[config.mk]
export PLATFORM = sky130hd
export DESIGN_NAME = slope_intercept_line_stepper_core_flat
export DESIGN_NICKNAME = d
export VERILOG_FILES = /design/src/sls_pkg.sv /design/src/sls_if.sv /design/src/sls_alu.sv /design/src/sls_cfg_regs.sv /design/src/slope_intercept_line_stepper_core.sv /design/src/flat_wrapper.sv
export SDC_FILE = /design/constraint.sdc
export NUM_CORES = 1
export LEC_CHECK = 0
export BUFFER_PORTS_ARGS = -buffer_cell sky130_fd_sc_hd__buf_2
export CORE_MARGIN = 2
export CORE_UTILIZATION = 51
export CTS_BUF_LIST = sky130_fd_sc_hd__clkbuf_4 sky130_fd_sc_hd__clkbuf_8
export CTS_CLUSTER_DIAMETER = 30
export DETAILED_ROUTE_END_ITERATION = 7
export PLACE_DENSITY = 0.72
export SKIP_CTS_REPAIR_TIMING = 1
export SLEW_MARGIN = 20
export SYNTH_ARGS = -nofsm -noshare
export SYNTH_HDL_FRONTEND = slang
export SYNTH_SLANG_ARGS = --single-unit
[constraint.sdc]
create_clock -name i_clk -period 6.3 [get_ports i_clk]
set_input_delay 1.26 -clock i_clk [delete_from_list [all_inputs] [get_ports i_clk]]
set_output_delay 1.26 -clock i_clk [all_outputs]
set_load 0.05 [all_outputs]
[src/sls_pkg.sv]
// ----------------------------------------------------------------------------
// sls_pkg: shared definitions for the line stepper
// Types, codes and reset values used by the line stepper modules.
// ----------------------------------------------------------------------------
package sls_pkg;

    localparam int COORD_BITS_DEF = 10;

    // configuration port
    localparam int CFG_IDX_W  = 2;
    localparam int CFG_DATA_W = 10;

    localparam logic [CFG_IDX_W-1:0] CFG_HALF_WIDTH  = 2'd0;
    localparam logic [CFG_IDX_W-1:0] CFG_HALF_HEIGHT = 2'd1;

    localparam logic [CFG_DATA_W-1:0] HALF_WIDTH_RST  = 10'd400;
    localparam logic [CFG_DATA_W-1:0] HALF_HEIGHT_RST = 10'd300;

    typedef struct packed {
        logic [CFG_DATA_W-1:0] half_width;
        logic [CFG_DATA_W-1:0] half_height;
    } t_cfg;

    typedef enum logic [1:0] {
        KIND_HORIZ = 2'd0,
        KIND_VERT  = 2'd1,
        KIND_SLOPE = 2'd2
    } t_kind;

    typedef enum logic {
        ALU_ADD = 1'b0,
        ALU_SUB = 1'b1
    } t_alu_op;

    typedef enum logic [6:0] {
        S_IDLE = 7'b0000001,
        S_MUL  = 7'b0000010,
        S_STEP = 7'b0000100,
        S_ABS  = 7'b0001000,
        S_DIV  = 7'b0010000,
        S_FIX  = 7'b0100000,
        S_OUT  = 7'b1000000
    } t_state;

endpackage

[src/sls_if.sv]
// ----------------------------------------------------------------------------
// sls_if: channel interfaces of the line stepper
// Endpoint input channel, pixel output channel and configuration write channel.
// ----------------------------------------------------------------------------
interface sls_pt_if #(
    parameter int CB = sls_pkg::COORD_BITS_DEF
);
    logic                 valid;
    logic                 ready;
    logic                 mode;
    logic signed [CB-1:0] ax;
    logic signed [CB-1:0] ay;
    logic signed [CB-1:0] bx;
    logic signed [CB-1:0] by;

    modport source (output valid, mode, ax, ay, bx, by, input ready);
    modport sink   (input valid, mode, ax, ay, bx, by, output ready);
endinterface

interface sls_px_if #(
    parameter int CB = sls_pkg::COORD_BITS_DEF
);
    logic                 valid;
    logic                 ready;
    logic signed [CB-1:0] px;
    logic signed [CB:0]   py;
    logic signed [CB+1:0] screen_x;
    logic signed [CB+1:0] screen_y;
    logic                 last;

    modport source (output valid, px, py, screen_x, screen_y, last, input ready);
    modport sink   (input valid, px, py, screen_x, screen_y, last, output ready);
endinterface

interface sls_cfg_if;
    logic                            valid;
    logic                            ready;
    logic [sls_pkg::CFG_IDX_W-1:0]   index;
    logic [sls_pkg::CFG_DATA_W-1:0]  data;

    modport source (output valid, index, data, input ready);
    modport sink   (input valid, index, data, output ready);
endinterface

[src/sls_alu.sv]
// ----------------------------------------------------------------------------
// sls_alu: shared add/subtract unit
// The one adder used by the sequencer for multiply, step and divide work.
// ----------------------------------------------------------------------------
module sls_alu #(
    parameter int W = 2 * sls_pkg::COORD_BITS_DEF + 3
) (
    input  logic [W-1:0]     i_a,
    input  logic [W-1:0]     i_b,
    input  sls_pkg::t_alu_op i_op,
    output logic [W-1:0]     o_y
);

    always_comb begin
        case (i_op)
            sls_pkg::ALU_ADD: o_y = i_a + i_b;
            sls_pkg::ALU_SUB: o_y = i_a - i_b;
            default:          o_y = i_a + i_b;
        endcase
    end

endmodule

[src/sls_cfg_regs.sv]
// ----------------------------------------------------------------------------
// sls_cfg_regs: configuration registers
// Holds half width and half height; writes to unknown indexes are dropped.
// ----------------------------------------------------------------------------
module sls_cfg_regs (
    input  logic          i_clk,
    input  logic          i_rst_n,
    sls_cfg_if.sink       i_cfg,
    output sls_pkg::t_cfg o_cfg
);

    sls_pkg::t_cfg r_cfg;

    assign i_cfg.ready = 1'b1;
    assign o_cfg       = r_cfg;

    always_ff @(posedge i_clk) begin
        if (!i_rst_n) begin
            r_cfg.half_width  <= sls_pkg::HALF_WIDTH_RST;
            r_cfg.half_height <= sls_pkg::HALF_HEIGHT_RST;
        end else if (i_cfg.valid) begin
            case (i_cfg.index)
                sls_pkg::CFG_HALF_WIDTH:  r_cfg.half_width  <= i_cfg.data;
                sls_pkg::CFG_HALF_HEIGHT: r_cfg.half_height <= i_cfg.data;
                default: ;
            endcase
        end
    end

endmodule

[src/slope_intercept_line_stepper_core.sv]
// ----------------------------------------------------------------------------
// slope_intercept_line_stepper_core: slope-intercept line rasterizer
// Starts a line from two endpoints and emits one pixel per advance request.
// ----------------------------------------------------------------------------
// A mode-0 transaction loads two endpoints, orders them so x rises and emits
// the first pixel; each mode-1 transaction emits the next pixel, and one with
// no active line gives nothing. Horizontal and vertical pixels pass from
// acceptance through S_OUT to the output register. Sloped lines keep a running
// numerator N = 2*(by*dx + dy*(x-bx)) + dx, which starts as dx*(2*ay+1) and
// grows by 2*dy per pixel; y is N / (2*dx) truncated toward zero. All of that
// runs on one shared adder: the start multiply is shift-add in S_MUL and the
// divide is restoring in S_DIV, one quotient bit a cycle. A first sloped
// pixel passes S_MUL, S_ABS, S_DIV, S_FIX and S_OUT; each later one passes
// S_STEP, S_ABS, S_DIV, S_FIX and S_OUT.
// The input is ready only while the sequencer idles; a pixel waiting in the
// output register does not block the next transaction, only the next write.
// ----------------------------------------------------------------------------
module slope_intercept_line_stepper_core #(
    parameter int COORD_BITS = sls_pkg::COORD_BITS_DEF
) (
    input  logic     i_clk,
    input  logic     i_rst_n,
    sls_pt_if.sink   i_pt,
    sls_px_if.source o_pix,
    sls_cfg_if.sink  i_cfg
);

    localparam int CB    = COORD_BITS;
    // numerator and remainder width, covers |N| < 2^(2*CB+2) plus sign
    localparam int NUM_W = 2 * CB + 3;
    localparam int CNT_W = $clog2(CB + 2);

    // ------------------------------------------------------------------------
    // configuration
    // ------------------------------------------------------------------------
    sls_pkg::t_cfg cfg;

    sls_cfg_regs u_cfg (
        .i_clk   (i_clk),
        .i_rst_n (i_rst_n),
        .i_cfg   (i_cfg),
        .o_cfg   (cfg)
    );

    // ------------------------------------------------------------------------
    // state
    // ------------------------------------------------------------------------
    sls_pkg::t_state r_state, n_state;
    logic            r_active, n_active;
    sls_pkg::t_kind  r_kind, n_kind;

    logic signed [CB-1:0]  r_cur, n_cur;       // stepped coordinate
    logic signed [CB-1:0]  r_end, n_end;
    logic signed [CB-1:0]  r_fixed, n_fixed;
    logic        [CB-1:0]  r_dx, n_dx;         // bx-ax, never negative
    logic signed [CB:0]    r_dy, n_dy;
    logic        [NUM_W-1:0] r_num, n_num;     // running numerator
    logic        [NUM_W-1:0] r_acc, n_acc;     // product / remainder
    logic        [NUM_W-1:0] r_opnd, n_opnd;   // shifted multiplicand / divisor
    logic        [CB-1:0]  r_mbits, n_mbits;   // multiplier bits still to use
    logic        [CNT_W-1:0] r_cnt, n_cnt;
    logic        [CB:0]    r_q, n_q;           // quotient magnitude
    logic                  r_neg, n_neg;
    logic signed [CB:0]    r_y, n_y;           // sloped y result

    // output register
    logic                  r_ov, n_ov;
    logic signed [CB-1:0]  r_px, n_px;
    logic signed [CB:0]    r_py, n_py;
    logic signed [CB+1:0]  r_sx, n_sx;
    logic signed [CB+1:0]  r_sy, n_sy;
    logic                  r_last, n_last;

    // ------------------------------------------------------------------------
    // shared adder
    // ------------------------------------------------------------------------
    logic [NUM_W-1:0]  alu_a, alu_b, alu_y;
    sls_pkg::t_alu_op  alu_op;

    sls_alu #(.W(NUM_W)) u_alu (
        .i_a  (alu_a),
        .i_b  (alu_b),
        .i_op (alu_op),
        .o_y  (alu_y)
    );

    // ------------------------------------------------------------------------
    // endpoint ordering for a new line
    // ------------------------------------------------------------------------
    logic                 swap;
    logic signed [CB-1:0] sw_ax, sw_ay, sw_bx, sw_by;
    logic signed [CB-1:0] y_lo, y_hi;
    logic signed [CB:0]   dx_full, dy_full;
    logic signed [CB:0]   m_start;             // 2*ay+1
    logic signed [CB+1:0] dy2;
    logic                 pt_acc;

    assign pt_acc = i_pt.valid && i_pt.ready;
    assign swap   = i_pt.ax > i_pt.bx;
    assign sw_ax  = swap ? i_pt.bx : i_pt.ax;
    assign sw_ay  = swap ? i_pt.by : i_pt.ay;
    assign sw_bx  = swap ? i_pt.ax : i_pt.bx;
    assign sw_by  = swap ? i_pt.ay : i_pt.by;
    assign y_lo   = (sw_ay > sw_by) ? sw_by : sw_ay;
    assign y_hi   = (sw_ay > sw_by) ? sw_ay : sw_by;

    assign dx_full = (CB+1)'(sw_bx) - (CB+1)'(sw_ax);
    assign dy_full = (CB+1)'(sw_by) - (CB+1)'(sw_ay);
    assign m_start = {sw_ay, 1'b1};
    assign dy2     = {r_dy, 1'b0};

    assign i_pt.ready = (r_state == sls_pkg::S_IDLE);

    // ------------------------------------------------------------------------
    // pixel assembly for the output register
    // ------------------------------------------------------------------------
    logic signed [CB-1:0] pix_x;
    logic signed [CB:0]   pix_y;
    logic        [CB+1:0] pix_sx, pix_sy;

    always_comb begin
        case (r_kind)
            sls_pkg::KIND_HORIZ: begin
                pix_x = r_cur;
                pix_y = (CB+1)'(r_fixed);
            end
            sls_pkg::KIND_VERT: begin
                pix_x = r_fixed;
                pix_y = (CB+1)'(r_cur);
            end
            default: begin
                pix_x = r_cur;
                pix_y = r_y;
            end
        endcase
        pix_sx = (CB+2)'(pix_x) + (CB+2)'(cfg.half_width);
        pix_sy = (CB+2)'(cfg.half_height) - (CB+2)'(pix_y);
    end

    // ------------------------------------------------------------------------
    // sequencer
    // ------------------------------------------------------------------------
    logic trial_ok;
    assign trial_ok = !alu_y[NUM_W-1];

    always_comb begin
        n_state  = r_state;
        n_active = r_active;
        n_kind   = r_kind;
        n_cur    = r_cur;
        n_end    = r_end;
        n_fixed  = r_fixed;
        n_dx     = r_dx;
        n_dy     = r_dy;
        n_num    = r_num;
        n_acc    = r_acc;
        n_opnd   = r_opnd;
        n_mbits  = r_mbits;
        n_cnt    = r_cnt;
        n_q      = r_q;
        n_neg    = r_neg;
        n_y      = r_y;
        n_ov     = r_ov && !o_pix.ready;
        n_px     = r_px;
        n_py     = r_py;
        n_sx     = r_sx;
        n_sy     = r_sy;
        n_last   = r_last;

        alu_a  = r_acc;
        alu_b  = r_opnd;
        alu_op = sls_pkg::ALU_ADD;

        case (r_state)
            sls_pkg::S_IDLE: begin
                if (pt_acc && !i_pt.mode) begin
                    n_cur = sw_ax;
                    n_end = sw_bx;
                    if (sw_ay == sw_by) begin
                        n_kind   = sls_pkg::KIND_HORIZ;
                        n_fixed  = sw_ay;
                        n_state  = sls_pkg::S_OUT;
                    end else if (sw_ax == sw_bx) begin
                        n_kind   = sls_pkg::KIND_VERT;
                        n_cur    = y_lo;
                        n_end    = y_hi;
                        n_fixed  = sw_ax;
                        n_state  = sls_pkg::S_OUT;
                    end else begin
                        n_kind   = sls_pkg::KIND_SLOPE;
                        n_dx     = dx_full[CB-1:0];
                        n_dy     = dy_full;
                        n_acc    = '0;
                        n_opnd   = NUM_W'(m_start);
                        n_mbits  = dx_full[CB-1:0];
                        n_cnt    = CNT_W'(CB);
                        n_state  = sls_pkg::S_MUL;
                    end
                end else if (pt_acc && r_active) begin
                    n_cur   = r_cur + CB'(1);
                    n_state = (r_kind == sls_pkg::KIND_SLOPE) ? sls_pkg::S_STEP
                                                              : sls_pkg::S_OUT;
                end
            end

            // N = dx * (2*ay+1), one multiplier bit a cycle
            sls_pkg::S_MUL: begin
                alu_a  = r_acc;
                alu_b  = r_mbits[0] ? r_opnd : '0;
                alu_op = sls_pkg::ALU_ADD;
                n_acc   = alu_y;
                n_opnd  = r_opnd << 1;
                n_mbits = r_mbits >> 1;
                n_cnt   = r_cnt - CNT_W'(1);
                if (r_cnt == CNT_W'(1)) begin
                    n_num   = alu_y;
                    n_state = sls_pkg::S_ABS;
                end
            end

            // next x: N += 2*dy
            sls_pkg::S_STEP: begin
                alu_a   = r_num;
                alu_b   = NUM_W'(dy2);
                alu_op  = sls_pkg::ALU_ADD;
                n_num   = alu_y;
                n_state = sls_pkg::S_ABS;
            end

            // remainder = |N|, divisor = 2*dx aligned to the top quotient bit
            sls_pkg::S_ABS: begin
                alu_a   = '0;
                alu_b   = r_num;
                alu_op  = sls_pkg::ALU_SUB;
                n_neg   = r_num[NUM_W-1];
                n_acc   = r_num[NUM_W-1] ? alu_y : r_num;
                n_opnd  = NUM_W'(r_dx) << (CB + 1);
                n_q     = '0;
                n_cnt   = CNT_W'(CB + 1);
                n_state = sls_pkg::S_DIV;
            end

            sls_pkg::S_DIV: begin
                alu_a  = r_acc;
                alu_b  = r_opnd;
                alu_op = sls_pkg::ALU_SUB;
                if (trial_ok) begin
                    n_acc = alu_y;
                end
                n_q    = {r_q[CB-1:0], trial_ok};
                n_opnd = r_opnd >> 1;
                n_cnt  = r_cnt - CNT_W'(1);
                if (r_cnt == CNT_W'(1)) begin
                    n_state = sls_pkg::S_FIX;
                end
            end

            // restore the sign: truncation toward zero
            sls_pkg::S_FIX: begin
                alu_a   = '0;
                alu_b   = NUM_W'(r_q);
                alu_op  = sls_pkg::ALU_SUB;
                n_y     = r_neg ? alu_y[CB:0] : r_q;
                n_state = sls_pkg::S_OUT;
            end

            // wait for the output register to free up
            sls_pkg::S_OUT: begin
                if (!r_ov || o_pix.ready) begin
                    n_ov     = 1'b1;
                    n_px     = pix_x;
                    n_py     = pix_y;
                    n_sx     = pix_sx;
                    n_sy     = pix_sy;
                    n_last   = (r_cur == r_end);
                    n_active = (r_cur != r_end);
                    n_state  = sls_pkg::S_IDLE;
                end
            end

            default: begin
                n_state = sls_pkg::S_IDLE;
            end
        endcase
    end

    // ------------------------------------------------------------------------
    // registers
    // ------------------------------------------------------------------------
    always_ff @(posedge i_clk) begin
        if (!i_rst_n) begin
            r_state  <= sls_pkg::S_IDLE;
            r_active <= 1'b0;
            r_kind   <= sls_pkg::KIND_HORIZ;
            r_ov     <= 1'b0;
            r_cnt    <= '0;
        end else begin
            r_state  <= n_state;
            r_active <= n_active;
            r_kind   <= n_kind;
            r_ov     <= n_ov;
            r_cnt    <= n_cnt;
        end
    end

    always_ff @(posedge i_clk) begin
        r_cur   <= n_cur;
        r_end   <= n_end;
        r_fixed <= n_fixed;
        r_dx    <= n_dx;
        r_dy    <= n_dy;
        r_num   <= n_num;
        r_acc   <= n_acc;
        r_opnd  <= n_opnd;
        r_mbits <= n_mbits;
        r_q     <= n_q;
        r_neg   <= n_neg;
        r_y     <= n_y;
        r_px    <= n_px;
        r_py    <= n_py;
        r_sx    <= n_sx;
        r_sy    <= n_sy;
        r_last  <= n_last;
    end

    assign o_pix.valid    = r_ov;
    assign o_pix.px       = r_px;
    assign o_pix.py       = r_py;
    assign o_pix.screen_x = r_sx;
    assign o_pix.screen_y = r_sy;
    assign o_pix.last     = r_last;

endmodule
[src/flat_wrapper.sv]
// flat-port wrapper written by rule: the top's interface ports become plain ports
module slope_intercept_line_stepper_core_flat 
#(
    parameter int COORD_BITS = sls_pkg::COORD_BITS_DEF
)
  (i_clk, i_rst_n, i_pt_valid, i_pt_mode, i_pt_ax, i_pt_ay, i_pt_bx, i_pt_by, i_pt_ready, o_pix_valid, o_pix_px, o_pix_py, o_pix_screen_x, o_pix_screen_y, o_pix_last, o_pix_ready, i_cfg_valid, i_cfg_index, i_cfg_data, i_cfg_ready);
  sls_pt_if i_pt_i ();
  sls_px_if o_pix_i ();
  sls_cfg_if i_cfg_i ();
  input  logic i_clk;
  input  logic i_rst_n;
  input wire logic [$bits(i_pt_i.valid)-1:0] i_pt_valid;
  input wire logic [$bits(i_pt_i.mode)-1:0] i_pt_mode;
  input wire logic [$bits(i_pt_i.ax)-1:0] i_pt_ax;
  input wire logic [$bits(i_pt_i.ay)-1:0] i_pt_ay;
  input wire logic [$bits(i_pt_i.bx)-1:0] i_pt_bx;
  input wire logic [$bits(i_pt_i.by)-1:0] i_pt_by;
  output wire logic [$bits(i_pt_i.ready)-1:0] i_pt_ready;
  output wire logic [$bits(o_pix_i.valid)-1:0] o_pix_valid;
  output wire logic [$bits(o_pix_i.px)-1:0] o_pix_px;
  output wire logic [$bits(o_pix_i.py)-1:0] o_pix_py;
  output wire logic [$bits(o_pix_i.screen_x)-1:0] o_pix_screen_x;
  output wire logic [$bits(o_pix_i.screen_y)-1:0] o_pix_screen_y;
  output wire logic [$bits(o_pix_i.last)-1:0] o_pix_last;
  input wire logic [$bits(o_pix_i.ready)-1:0] o_pix_ready;
  input wire logic [$bits(i_cfg_i.valid)-1:0] i_cfg_valid;
  input wire logic [$bits(i_cfg_i.index)-1:0] i_cfg_index;
  input wire logic [$bits(i_cfg_i.data)-1:0] i_cfg_data;
  output wire logic [$bits(i_cfg_i.ready)-1:0] i_cfg_ready;
  assign i_pt_i.valid = i_pt_valid;
  assign i_pt_i.mode = i_pt_mode;
  assign i_pt_i.ax = i_pt_ax;
  assign i_pt_i.ay = i_pt_ay;
  assign i_pt_i.bx = i_pt_bx;
  assign i_pt_i.by = i_pt_by;
  assign i_pt_ready = i_pt_i.ready;
  assign o_pix_valid = o_pix_i.valid;
  assign o_pix_px = o_pix_i.px;
  assign o_pix_py = o_pix_i.py;
  assign o_pix_screen_x = o_pix_i.screen_x;
  assign o_pix_screen_y = o_pix_i.screen_y;
  assign o_pix_last = o_pix_i.last;
  assign o_pix_i.ready = o_pix_ready;
  assign i_cfg_i.valid = i_cfg_valid;
  assign i_cfg_i.index = i_cfg_index;
  assign i_cfg_i.data = i_cfg_data;
  assign i_cfg_ready = i_cfg_i.ready;
  slope_intercept_line_stepper_core #(.COORD_BITS(COORD_BITS)) u_core (.i_clk(i_clk), .i_rst_n(i_rst_n), .i_pt(i_pt_i), .o_pix(o_pix_i), .i_cfg(i_cfg_i));
endmodule
# Word level (Yosys, flattened, before mapping)
# Cells that the tools add are included.
dict set report word_totals {
  regBits 234
  input_bits 58
  output_inout_bits 49
  wordCells 150
}
dict set report classes {
  addsub 8
  n_lt_le_gt_ge 2
  eq_ne 23
  mux 56
  n_bitwise 3
  reduce_logical 34
}
# operator count
set ops {}
lappend ops {{23-bit case mux with 4 select lines} 3}
lappend ops {{23-bit 2-to-1 mux} 10}
lappend ops {{10-bit 2-to-1 mux} 18}
lappend ops {{23-bit case mux with 2 select lines} 3}
lappend ops {{7-bit 2-to-1 mux} 8}
lappend ops {{7-bit case mux with 7 select lines} 1}
lappend ops {{11-bit case mux with 2 select lines} 2}
lappend ops {{10-bit equality test} 3}
lappend ops {{23-bit adder} 1}
lappend ops {{23-bit subtractor} 1}
lappend ops {{10-bit greater-than comparator} 2}
lappend ops {{10-bit case mux with 2 select lines} 1}
lappend ops {{4-bit AND reduction} 5}
lappend ops {{10-bit by 11-bit adder with 12-bit output} 1}
lappend ops {{4-bit 2-to-1 mux} 3}
lappend ops {{4-bit case mux with 3 select lines} 1}
lappend ops {{2-bit AND reduction} 6}
lappend ops {{11-bit by 11-bit subtractor with 12-bit output} 1}
lappend ops {{11-bit 2-to-1 mux} 1}
lappend ops {{10-bit by 10-bit subtractor with 11-bit output} 1}
lappend ops {{10-bit by 2-bit adder with 10-bit output, second input constant} 1}
lappend ops {{10-bit inequality test} 1}
lappend ops {{2-bit nonzero test} 5}
lappend ops {{10-bit subtractor} 1}
lappend ops {{other kinds (27)} 46}

# Logic depth before layout (Yosys ltp)
# Gate-level depths: netlist (run 1).
dict set report depth {
  word_depth 7
  mapped_depth 25
  depth_no_buf 23
}

# Modules after synthesis
# From an unflattened synthesis (run 1), not the netlist that was laid out.
dict set report unflattened {
  hier_cells 1558
  area_unflattened_um2 15147.0
}
# module n_inst cells_per_inst area_per_inst_um2 seq_area_each_um2
set by_module_without_submodules {}
lappend by_module_without_submodules {slope_intercept_line_stepper_core 1 1219 12578.3 6276.0}
lappend by_module_without_submodules {sls_alu 1 252 1730.4 0.0}
lappend by_module_without_submodules {sls_cfg_regs 1 87 838.3 400.4}

# Least setup slack after synthesis (run 1)
# OpenSTA, ideal clock, no wires.
dict set report synth_timing {
  path_kind {reg2reg}
  start {register u_core.r_state[2]}
  end {register u_core.r_acc[0] (enable)}
  setup_ns 0.411
  t_arrival_ns 5.737
  t_required_ns 5.889
  path_slack_ns 0.152
  stages_incl_launch_ff 25
  path_buffers 2
  period_less_slack_ns 6.148
  cell_sequence {dfxtp_1 or4_4 nor3b_4 o31ai_2 buf_2 buf_2 a222oi_1 ha_1 nand4_1 or2_1 nor3_4 nand2_1 nand2_1 xnor2_1 ha_1 or3_1 o21ai_0 inv_1 nand2_1 o21bai_1 o21a_1 o21ai_0 a21oi_1 xnor2_1 a21oi_1}
}
dict set report synth_between {
  elab_chain_cells 7
  word_cells_on_any_way 23
  classes_between {add/sub: 2; eq/ne: 10; mux: 4; bitwise: 1; reduce/logical: 6}
}
# item line
set synth_rtl {}
lappend synth_rtl {{from (decl)} slope_intercept_line_stepper_core.sv:48} ;# sls_pkg::t_state r_state, n_state;
lappend synth_rtl {{from (signal assigned)} slope_intercept_line_stepper_core.sv:292} ;# r_state <= sls_pkg::S_IDLE;
lappend synth_rtl {{from (signal assigned)} slope_intercept_line_stepper_core.sv:298} ;# r_state <= n_state;
lappend synth_rtl {{7-bit by 4-bit equality test with 1-bit output, or another cell as far along} slope_intercept_line_stepper_core.sv:174} ;# case (r_state)
lappend synth_rtl {{2-bit OR reduction (no line) or 3-bit OR reduction (tied branches)} n/a}
lappend synth_rtl {{23-bit case mux with 2 select lines or 1-bit 2-to-1 mux (tied branches)} slope_intercept_line_stepper_core.sv:174}
lappend synth_rtl {{23-bit subtractor, or another cell as far along} sls_alu.sv:17} ;# sls_pkg::ALU_SUB: o_y = i_a - i_b;
lappend synth_rtl {{23-bit case mux with 2 select lines (*)} sls_alu.sv:15} ;# case (i_op)
lappend synth_rtl {{net u_core.alu_y[22]} slope_intercept_line_stepper_core.sv:77} ;# logic [NUM_W-1:0] alu_a, alu_b, alu_y;
lappend synth_rtl {{2-bit inequality test (no line) (*)} n/a}
lappend synth_rtl {{5-bit AND reduction (no line) (*)} n/a}
lappend synth_rtl {{to (signal assigned)} slope_intercept_line_stepper_core.sv:313} ;# r_acc <= n_acc;
lappend synth_rtl {{to (decl)} slope_intercept_line_stepper_core.sv:58} ;# logic [NUM_W-1:0] r_acc, n_acc;
# The timed path passes the listed nets; every way through them passes the cells marked *.
# A chain may end at the register's enable or synchronous reset.

# Final worst setup path (run 1)
dict set report layout_timing {
  start {register u_core.r_state[0]}
  end {register u_core.r_acc[11] (enable)}
}
# Same word-level chain as after synthesis.

==> flow_metrics.env, run 1 <==
export IMPL_status="finished, final reports clean"
export IMPL_drt_pass1_iter_count=7
export IMPL_start_util_pct=51.6
export IMPL_place_gp_congestion=0.972
export IMPL_stdcell_area_um2=16700
export IMPL_synth_top_cell_area_share_pct=40.5
export IMPL_finalCriticalPeriod_ns=5.89
export IMPL_syn_nets=1666
export IMPL_synth_area_um2=14800
export IMPL_total_power_mw=5.46
export IMPL_synth_flop_cell="edfxtp_1"
export IMPL_core_um2=28600
export IMPL_cts_num_sinks=234
export IMPL_ys_seq_area_share_pct=45.2
export IMPL_die_w_um=174
export IMPL_layout_nets=1767
export IMPL_dp_final_hpwl_mm=30.8
export IMPL_grt_pass1_wl_mm=64.8
export IMPL_finalCritPeriodShare_pct=93.5
export IMPL_drt_total_wl_mm=41.7
export IMPL_cellPowerDensity_nw_per_um2=327
export IMPL_die_area_um2=30300
export IMPL_layout_area_overhead_vs_synth_pct=13.1
export IMPL_grt_setup_unrepaired="false"
export IMPL_io_pins=107
export IMPL_vias=12390
export IMPL_die_y_um=174
export IMPL_ys_types=75
export IMPL_setup_viol=0
export IMPL_synthArstFlopShare_pct=0
export IMPL_grt_ovfl_total=0
export IMPL_end_kind="flop"
export IMPL_routedWlPerCell_um=20.2
export IMPL_clockRootBuffer="clkbuf_8"
export IMPL_max_cap_viol_count=0
export IMPL_tritoncts="built"
export IMPL_gr_usage_all_layers_pct=27.1
export IMPL_n_antenna_cell=0
export IMPL_final_max_slew_viol_count=0
export IMPL_placementRows=62
export IMPL_synthCells=1546
export IMPL_grt_pass1_vias=11787
export IMPL_drc_errors=0
export IMPL_finish_utilization_pct=58.3
export IMPL_layout_drive_gt1_share_pct=15.4
export IMPL_tightestPinTransition_ns=0.988
export IMPL_path_max_fanout=22
export IMPL_p_leak_nw=6.42
export IMPL_nFillCells=2472
export IMPL_hold_class="reg2reg"
export IMPL_relSlewSlack_pct=34.0
export IMPL_cts_htree_levels=2
export IMPL_synth_top_area_cell="edfxtp_1"
export IMPL_fmax_ghz=0.170
export IMPL_regArea_um2=6680
export IMPL_cts_buffer_depth=3
export IMPL_vias_per_cell=5.99
export IMPL_hold_viol=0
export IMPL_layout_common_cells="nand2_1 (199), edfxtp_1 (199), nor2_1 (124)"
export IMPL_grt_start_max_net_pins=61
export IMPL_clkLatencyLatePin_ns=0.58
export IMPL_antenna_left=0
export IMPL_cts_clk_slew_worst_paths_ns=0.06
export IMPL_hold_ws_ns=0.473
export IMPL_post_dp_cell_area_um2=15700
export IMPL_multi_input_area_um2=7500
export IMPL_syn_area_per_cell_um2=9.55
export IMPL_numCtsBuffers=46
export IMPL_yosys_top_cells_area="edfxtp_1 (40%), nand2_1 (5.1%), ha_1 (5.0%)"
export IMPL_tns_ns=0
export IMPL_ys_ff_latch=234
export IMPL_port_buffers=105
export IMPL_irDropWorstVdd_mv=0.135
export IMPL_path_class="reg2reg"
export IMPL_cp_start_kind="flop"
export IMPL_synth_edf_count=199
export IMPL_required_ns=6.53
export IMPL_synth_warnings=0
export IMPL_fin_skew_ns=0.0453
export IMPL_drtIter0Drc=1448
export IMPL_antenna_found_initial=0
export IMPL_worstPathArrival_ns=6.12
==> flip-flops by register name, summed over array words and instances (netlist names), 4 cells and up <==
signal / count
u_core.o_pix.px: 10
u_core.o_pix.py: 11
u_core.o_pix.screen_x: 12
u_core.o_pix.screen_y: 12
u_core.r_acc: 23
u_core.r_cnt: 4
u_core.r_cur: 10
u_core.r_dx: 10
u_core.r_dy: 11
u_core.r_end: 10
u_core.r_fixed: 10
u_core.r_mbits: 10
u_core.r_num: 23
u_core.r_opnd: 23
u_core.r_q: 11
u_core.r_state: 7
u_core.r_y: 11
u_core.u_cfg.o_cfg: 20
==> metrics by stage <==
step                      setup slack (ns)  instances
after floorplan                      0.152       1546
after global placement               0.749       1983
after detailed placement             0.586       1983
after CTS                            0.548       2067
after global routing                0.0161       2067
final                                0.410       2067
==> power breakdown <==
group	leakage (nW)	switching, mW	internal, mW
sequential	2.08	0.130	1.98
combinational	3.83	1.08	0.645
clock	0.513	0.671	0.951
==> worst max-delay path: stages, from the launching register on <==
cell and delay [ns]:
dfxtp_1 0.33, nor3_1 0.57, and4b_1 0.32, o31ai_2 0.10, buf_4 0.22, a221oi_1 0.45
and2_1 0.24, nand2_1 0.10, o21ai_1 0.24, nand2_1 0.15, a21oi_1 0.35, o21ai_0 0.18
xor2_1 0.17, ha_1 0.22, or3_1 0.34, o21ai_0 0.13, inv_1 0.10, nand2_1 0.10
o21bai_1 0.11, o21a_1 0.20, o21ai_0 0.16, a21oi_1 0.11, xnor2_1 0.20, a21oi_2 0.19
buf_4 0.29
==> cell type report <==
cell class | instances | share of cell area (%)
Clock buffer | 57 | 4.44
Clock inverter | 27 | 1.54
Sequential cell | 234 | 40.0
Timing Repair Buffer | 134 | 4.45
Tap cell | 384 | 2.88
Inverter | 79 | 1.78
Multi-Input combinational cell | 1152 | 44.9
==> synth_stat cells (all sizes together), types with 20 or more instances <==
cell / n
mux2i: 40
nand3: 36
xnor2: 60
buf: 22
nor2b: 24
nand2b: 20
edfxtp: 199
xor2: 33
inv: 79
ha: 59
a22o: 24
dfxtp: 35
nand2: 199
mux2: 21
and2: 21
a22oi: 36
clkbuf: 59
nor2: 124
a21oi: 112
o21ai: 118
==> path summary, 6_finish.rpt <==
check                                     startpoint                                 end  slack [ns]  cells past startpoint
setup / recovery      u_core.r_state[0]$_SDFFE_PN1P_          u_core.r_acc[11]$_DFFE_PP_        0.41                     24
setup reg to reg      u_core.r_state[0]$_SDFFE_PN1P_          u_core.r_acc[11]$_DFFE_PP_        0.41                     24
hold / removal    u_core.u_cfg.o_cfg[0]$_SDFFE_PN0P_  u_core.u_cfg.o_cfg[0]$_SDFFE_PN0P_        0.47                      2
hold reg to reg   u_core.u_cfg.o_cfg[0]$_SDFFE_PN0P_  u_core.u_cfg.o_cfg[0]$_SDFFE_PN0P_        0.47                      2
==> routing by layer <==
metal  up-vias  global-route usage (%)  wire [µm]
met1      5877                    38.1      18100
met3        92                    3.26       3120
li1       5865                       -          -
met5         -                       0          0
met4         0                    11.1       1600
met2       556                    42.7      18800
==> cells by family after synthesis <==
logic type | count (synthesis) | share of synthesized area, %
xor gates and xnor gates | 93 | 5.52
AOI/OAI and AO/OA | 432 | 19.1
adders and majority gates | 76 | 6.36
muxes | 61 | 4.31
and+or+nand+nor | 489 | 15.3
DFF | 234 | 45.2
other | 1 | 0.0254
buffers and inverters | 160 | 4.19
Note: power is estimated with default switching activity, not from simulation.
==> run 2, diff against run 1 <==
Settings changed: GPL_ROUTABILITY_DRIVEN set to 0, SYNTH_HIERARCHICAL set to 1.
==> run 2 against run 1 <==
First-iteration DRC count is 3.2% lower; setup slack better by 0.076 ns; global-route usage is 1.0 points lower; maximum frequency is 1.3% higher; count of clock-buffer cells in the layout is 7 higher; cell area is 2.2% higher; worst hold slack better by 0.012 ns; die area is 2.5% higher; sequential power hardly changed; critical path type unchanged; clock skew is 0.0028 ns lower; via count is 3.5% higher; non-clock buffer count is 5 lower.
==> flow_metrics.env, run 2 <==
export IMPL_cellPowerDensity_nw_per_um2=335
export IMPL_power_net_switching_mw=2.01
export IMPL_fmax_ghz=0.172
export IMPL_vias=12820
export IMPL_relSlewSlack_pct=27.5
export IMPL_drt_pass1_iter_count=8
export IMPL_post_dp_cell_area_um2=16000
export IMPL_core_um2=29400
export IMPL_required_ns=6.52
export IMPL_synth_edf_count=199
export IMPL_grt_start_max_net_pins=49
export IMPL_antenna_left=0
export IMPL_yosys_top_cells_area="edfxtp_1 (39%), ha_1 (5.0%), nand2_1 (4.8%)"
export IMPL_synth_top_cell_area_share_pct=39.5
export IMPL_grt_pass1_wl_mm=63.7
export IMPL_drc_errors=0
export IMPL_die_area_um2=31100
export IMPL_layout_area_overhead_vs_synth_pct=12.6
export IMPL_crit_top_cell="nand2_1"
export IMPL_final_common_cell="edfxtp_1"
export IMPL_clockRootBuffer="clkbuf_8"
export IMPL_ys_ff_latch=234
export IMPL_netSwitchingFraction_pct=35.2
export IMPL_finalCriticalPeriod_ns=5.81
export IMPL_critical_path_max_stage_delay_ns=0.47
export IMPL_numCtsBuffers=49
export IMPL_cts_num_sinks=234
export IMPL_drt_total_wl_mm=41.5
export IMPL_die_w_um=176
export IMPL_io_pins=107
export IMPL_ys_types=90
export IMPL_power_frac_clock_pct=29.7
export IMPL_irDropWorstVdd_mv=0.204
export IMPL_cp_start_kind="flop"
export IMPL_tritoncts="built"
export IMPL_worstPathArrival_ns=6.04
export IMPL_yosys_top_cells_count="edfxtp_1 (199), nand2_1 (193), nor2_1 (118)"
export IMPL_synth_top_area_cell="edfxtp_1"
export IMPL_path_max_fanout=23
export IMPL_gr_usage_all_layers_pct=26.0
export IMPL_path_class="reg2reg"
export IMPL_syn_nets=1679
export IMPL_cts_buffer_depth=3
export IMPL_power_share_sequential_pct=36.9
export IMPL_final_max_slew_viol_count=0
export IMPL_grt_ovfl_total=0
export IMPL_grt_pass1_vias=11868
export IMPL_synthCells=1558
export IMPL_cts_htree_levels=2
export IMPL_tns_ns=0
export IMPL_antenna_found_initial=0
export IMPL_hold_viol=0
export IMPL_grt_setup_unrepaired="false"
export IMPL_p_leak_nw=6.83
export IMPL_slowest_stage="ha_1"
export IMPL_layout_drive_gt1_share_pct=16.0
export IMPL_cts_clk_slew_worst_paths_ns=0.06
export IMPL_layout_common_cells="edfxtp_1 (199), nand2_1 (193), nor2_1 (118)"
export IMPL_ff2ff_setup_slack_ns=0.49
export IMPL_p_int_mw=3.70
export IMPL_path_buf_inv=1
export IMPL_status="finished, final reports clean"
export IMPL_syn_area_per_cell_um2=9.72
export IMPL_clkLatencyLatePin_ns=0.59
export IMPL_placementRows=63
export IMPL_setup_viol=0
export IMPL_stdcell_area_um2=17100
export IMPL_start_util_pct=51.5
export IMPL_port_buffers=105
export IMPL_fin_skew_ns=0.0426
export IMPL_vias_per_cell=6.17
export IMPL_n_antenna_cell=0
export IMPL_tightestPinTransition_ns=1.09
export IMPL_ys_seq_area_share_pct=44.1
export IMPL_end_kind="flop"
export IMPL_synth_area_um2=15100
export IMPL_max_cap_viol_count=0
export IMPL_crit_chain="or3_1 > nor3_1 > and3b_1 > nor3_2 > nand2_1 > nand2_1 > nand2_1 > nand2_1 > nor4_1 > nand2_1 > nor3_1 > a21oi_1 > xnor2_1 > ha_1 > nand4_1 > nor2_1 > nand2_1 > nor2_1 > a211o_1 > xnor2_1 > a21oi_2 > buf_4"
export IMPL_dp_final_hpwl_mm=29.9
export IMPL_finalCritPeriodShare_pct=92.3
export IMPL_synth_warnings=6
export IMPL_synth_flop_cell="edfxtp_1"
export IMPL_crit_family="simple AND/OR/NAND/NOR gates"
export IMPL_routedWlPerCell_um=19.9
export IMPL_drtIter0Drc=1402
export IMPL_yosysMostFrequentCell="edfxtp_1"
export IMPL_hold_class="reg2reg"
export IMPL_layout_nets=1770
export IMPL_die_y_um=176
export IMPL_synthArstFlopShare_pct=0
export IMPL_combinationalPowerShare_pct=33.4
export IMPL_largestRegisters="u_core/r_acc (23), u_core/r_num (23), u_core/r_opnd (23)"
[run 2: final timing paths]
path,start,endpoint,cells after the start
min,u_core/u_cfg/o_cfg[0]$_SDFFE_PN0P_,u_core/u_cfg/o_cfg[0]$_SDFFE_PN0P_,2
max,u_core/r_state[0]$_SDFFE_PN1P_,u_core/r_acc[1]$_DFFE_PP_,22
min reg2reg,u_core/u_cfg/o_cfg[0]$_SDFFE_PN0P_,u_core/u_cfg/o_cfg[0]$_SDFFE_PN0P_,2
max reg2reg,u_core/r_state[0]$_SDFFE_PN1P_,u_core/r_acc[1]$_DFFE_PP_,22
[run 2: logic make-up (layout without fill, tap and decap cells)]
kind of cell / after synthesis / after routing / synth area share [%]
AOI/OAI and AO/OA: 417 / 417 / 19.3
xor gates and xnor gates: 91 / 91 / 5.26
adders and majority gates: 67 / 67 / 5.62
buffers and inverters: 174 / 305 / 4.61
DFF: 234 / 234 / 44.1
muxes: 87 / 87 / 6.02
other: 1 / 1 / 0.0248
and+or+nand+nor: 487 / 487 / 15.1
[run 2: power by group through the flow]
| stage | Sequential [mW] | Clock, mW | Combinational [mW] |
|---|---|---|---|
| final | 2.11 | 1.69 | 1.91 |
| after global routing | 2.12 | 1.79 | 2.08 |
| after CTS | 2.10 | 1.72 | 1.88 |
| after detailed placement | 2.13 | 0 | 1.86 |
| after global placement | 2.13 | 0 | 1.82 |
| after floorplan | 2.13 | 0 | 1.37 |
[run 2: through the flow]
stage | power, mW | hold WS (ns) | setup slack, ns | utilization [%] | std cells
after floorplan | 3.50 | 0.438 | 0.153 | - | 1558
after global placement | 3.95 | 0.449 | 0.700 | 54.4 | 1987
after detailed placement | 4.00 | 0.471 | 0.568 | 54.4 | 1988
after CTS | 5.70 | 0.482 | 0.509 | 58.0 | 2079
after global routing | 5.98 | 0.505 | 0.164 | 58.0 | 2079
final | 5.71 | 0.484 | 0.486 | 58.0 | 2079
[run 2: metal layers]
| metal | GRT usage [%] | vias up | wire length [µm] |
|---|---|---|---|
| met5 | 0 | - | 0 |
| met4 | 11.3 | 0 | 1700 |
| li1 | - | 5971 | - |
| met1 | 35.4 | 6134 | 17300 |
| met2 | 42.1 | 595 | 19200 |
| met3 | 3.23 | 120 | 3260 |
[run 2: cell type report]
class	instances	area (µm²)
multi-input combinational	1150	7820
fill	2500	12300
clock inverter	27	251
sequential	234	6680
timing repair buffer	129	706
inverter	85	319
tap	390	488
clock buffer	64	806
[run 2: worst register-to-register path: stages (launching register included)]
cell	delay [ns]
dfxtp_1	0.32
or3_1	0.43
nor3_1	0.23
and3b_1	0.23
nor3_2	0.06
nand2_1	0.29
nand2_1	0.34
nand2_1	0.18
nand2_1	0.11
nor4_1	0.45
nand2_1	0.19
nor3_1	0.35
a21oi_1	0.14
xnor2_1	0.17
ha_1	0.47
nand4_1	0.22
nor2_1	0.24
nand2_1	0.10
nor2_1	0.11
a211o_1	0.16
xnor2_1	0.14
a21oi_2	0.14
buf_4	0.37
==> run 3, diff against run 2 <==
Settings changed: REMOVE_ABC_BUFFERS set to 1.
==> run 3 against run 2 <==
Count of clock-buffer cells in the layout decreased by 5; sequential share of layout area about the same; non-clock buffer count down 2; register-to-register slack improved by 0.14 ns; core utilization barely moved; via count fell by 0.60%; sequential cell count stayed put; global-route usage about the same; combinational power about the same; critical path type unchanged.
==> flow_metrics.env, run 3 (synthesized netlist as in run 2, its figures left out) <==
export IMPL_finalCritPeriodShare_pct=90.1
export IMPL_finish_utilization_pct=58.1
export IMPL_core_um2=29400
export IMPL_clkLatencyLatePin_ns=0.58
export IMPL_path_class="reg2reg"
export IMPL_io_pins=107
export IMPL_vias=12743
export IMPL_critical_path_endpoint="u_core/r_acc[22]$_DFFE_PP_"
export IMPL_cts_num_sinks=234
export IMPL_end_kind="flop"
export IMPL_setup_viol=0
export IMPL_fin_skew_ns=0.0401
export IMPL_layout_nets=1767
export IMPL_cp_start_kind="flop"
export IMPL_cts_clk_slew_worst_paths_ns=0.06
export IMPL_p_leak_nw=6.81
export IMPL_grt_start_max_net_pins=57
export IMPL_die_y_um=176
export IMPL_numCtsBuffers=48
export IMPL_largestRegisters="u_core/r_acc (23), u_core/r_num (23), u_core/r_opnd (23)"
export IMPL_antenna_found_initial=1
export IMPL_drt_total_wl_mm=41.4
export IMPL_clockRootBuffer="clkbuf_8"
export IMPL_ff2ff_setup_slack_ns=0.63
export IMPL_cts_htree_levels=2
export IMPL_hold_class="reg2reg"
export IMPL_vias_per_cell=6.14
export IMPL_worstPathArrival_ns=5.88
export IMPL_routedWlPerCell_um=19.9
export IMPL_cts_buffer_depth=3
export IMPL_max_cap_viol_count=0
export IMPL_fmax_ghz=0.176
export IMPL_r2r_cells=24
export IMPL_relSlewSlack_pct=31.9
export IMPL_grt_setup_unrepaired="false"
export IMPL_start_util_pct=51.5
export IMPL_gr_usage_all_layers_pct=26.0
export IMPL_layout_common_cells="edfxtp_1 (199), nand2_1 (193), nor2_1 (118)"
export IMPL_r2r_end="u_core/r_acc[22]$_DFFE_PP_"
export IMPL_drc_errors=0
export IMPL_worstSetupStartpoint="u_core/r_state[0]$_SDFFE_PN1P_"
export IMPL_grt_pass1_vias=11770
export IMPL_min_from="u_core/u_cfg/o_cfg[15]$_SDFFE_PN0P_"
export IMPL_grt_ovfl_total=0
export IMPL_drt_pass1_iter_count=8
export IMPL_die_w_um=176
export IMPL_required_ns=6.51
export IMPL_irDropWorstVdd_mv=0.261
export IMPL_cellPowerDensity_nw_per_um2=338
export IMPL_antenna_left=0
export IMPL_die_area_um2=31100
export IMPL_path_max_fanout=23
export IMPL_final_max_slew_viol_count=0
export IMPL_port_buffers=105
export IMPL_r2r_start="u_core/r_state[0]$_SDFFE_PN1P_"
export IMPL_layout_area_overhead_vs_synth_pct=12.7
export IMPL_hold_viol=0
export IMPL_post_dp_cell_area_um2=16000
export IMPL_layout_drive_gt1_share_pct=15.9
export IMPL_finalCriticalPeriod_ns=5.67
export IMPL_final_common_cell="edfxtp_1"
export IMPL_stdcell_area_um2=17100
export IMPL_dp_final_hpwl_mm=29.9
export IMPL_placementRows=63
export IMPL_status="finished, final reports clean"
export IMPL_drtIter0Drc=1362
export IMPL_tritoncts="built"
export IMPL_tightestPinTransition_ns=1.02
export IMPL_grt_pass1_wl_mm=63.6
-- run 3: cell types whose count changed in the layout (fill, tap and decap cells not counted), moves of 2 or more --
cell / before / now
buf_4: 24 / 22
bufinv_16: 4 / 6
clkbuf_4: 12 / 9
clkbuf_8: 52 / 50
clkinv_1: 11 / 8
clkinv_2: 9 / 5
clkinvlp_4: 1 / 7
-- run 3: critical path, stage by stage (launching register included) --
cell	delay [ns]
dfxtp_1	0.31
or3_1	0.41
nor3_1	0.21
and3b_1	0.23
nor3_2	0.06
nand2_1	0.11
buf_4	0.18
nand2_1	0.23
a221oi_1	0.29
nor2_1	0.11
nor4_1	0.31
nand2_1	0.16
nor3_1	0.42
a21oi_1	0.15
xnor2_1	0.23
ha_1	0.35
a21oi_1	0.21
nand2b_1	0.08
a31oi_1	0.17
o21bai_1	0.08
a211o_1	0.25
xnor2_1	0.15
buf_4	0.16
a21oi_2	0.11
buf_4	0.35
-- run 3: report_power, final --
group | switching (mW) | internal (mW) | total, mW
clock network | 0.701 | 1.05 | 1.75
registers | 0.116 | 1.99 | 2.11
logic | 1.20 | 0.707 | 1.91
total | 2.02 | 3.75 | 5.77
-- run 3: per-layer routing --
| layer | vias up | track usage (%) | wire length [µm] |
|---|---|---|---|
| met5 | - | 0 | 0 |
| met4 | 0 | 12.1 | 1780 |
| met3 | 111 | 3.29 | 3210 |
| met2 | 620 | 41.1 | 18800 |
| met1 | 6042 | 35.8 | 17600 |
| li1 | 5970 | - | - |
-- run 3: area by class of cell --
class | count | area [µm²]
Fill cell | 2522 | 12300
Multi-Input combinational cell | 1150 | 7810
Sequential cell | 234 | 6680
Clock buffer | 59 | 756
Timing Repair Buffer | 127 | 691
Tap cell | 390 | 488
Clock inverter | 29 | 327
Inverter | 85 | 319
Antenna cell | 1 | 2.50
-- run 3: worst min path at each step --
stage / endpoint / slack, ns / depth (start not counted)
floorplan: u_core/u_cfg/o_cfg[0]$_SDFFE_PN0P_ / 0.44 / 2
global placement: u_core/u_cfg/o_cfg[0]$_SDFFE_PN0P_ / 0.45 / 2
detailed placement: u_core/u_cfg/o_cfg[15]$_SDFFE_PN0P_ / 0.46 / 2
CTS: u_core/u_cfg/o_cfg[15]$_SDFFE_PN0P_ / 0.47 / 2
global route: u_core/u_cfg/o_cfg[0]$_SDFFE_PN0P_ / 0.49 / 2
finish: u_core/u_cfg/o_cfg[15]$_SDFFE_PN0P_ / 0.46 / 2
-- run 3: per-stage QoR --
stage | std cells | total power, mW | setup WS [ns] | hold slack, ns | TNS (ns)
final | 2075 | 5.77 | 0.626 | 0.463 | 0
after global routing | 2075 | 6.06 | 0.154 | 0.491 | 0
after CTS | 2074 | 5.77 | 0.699 | 0.467 | 0
after detailed placement | 1986 | 4.00 | 0.574 | 0.459 | 0
after global placement | 1986 | 3.96 | 0.736 | 0.449 | 0
after floorplan | 1469 | 3.47 | -1.12 | 0.438 | -30.47
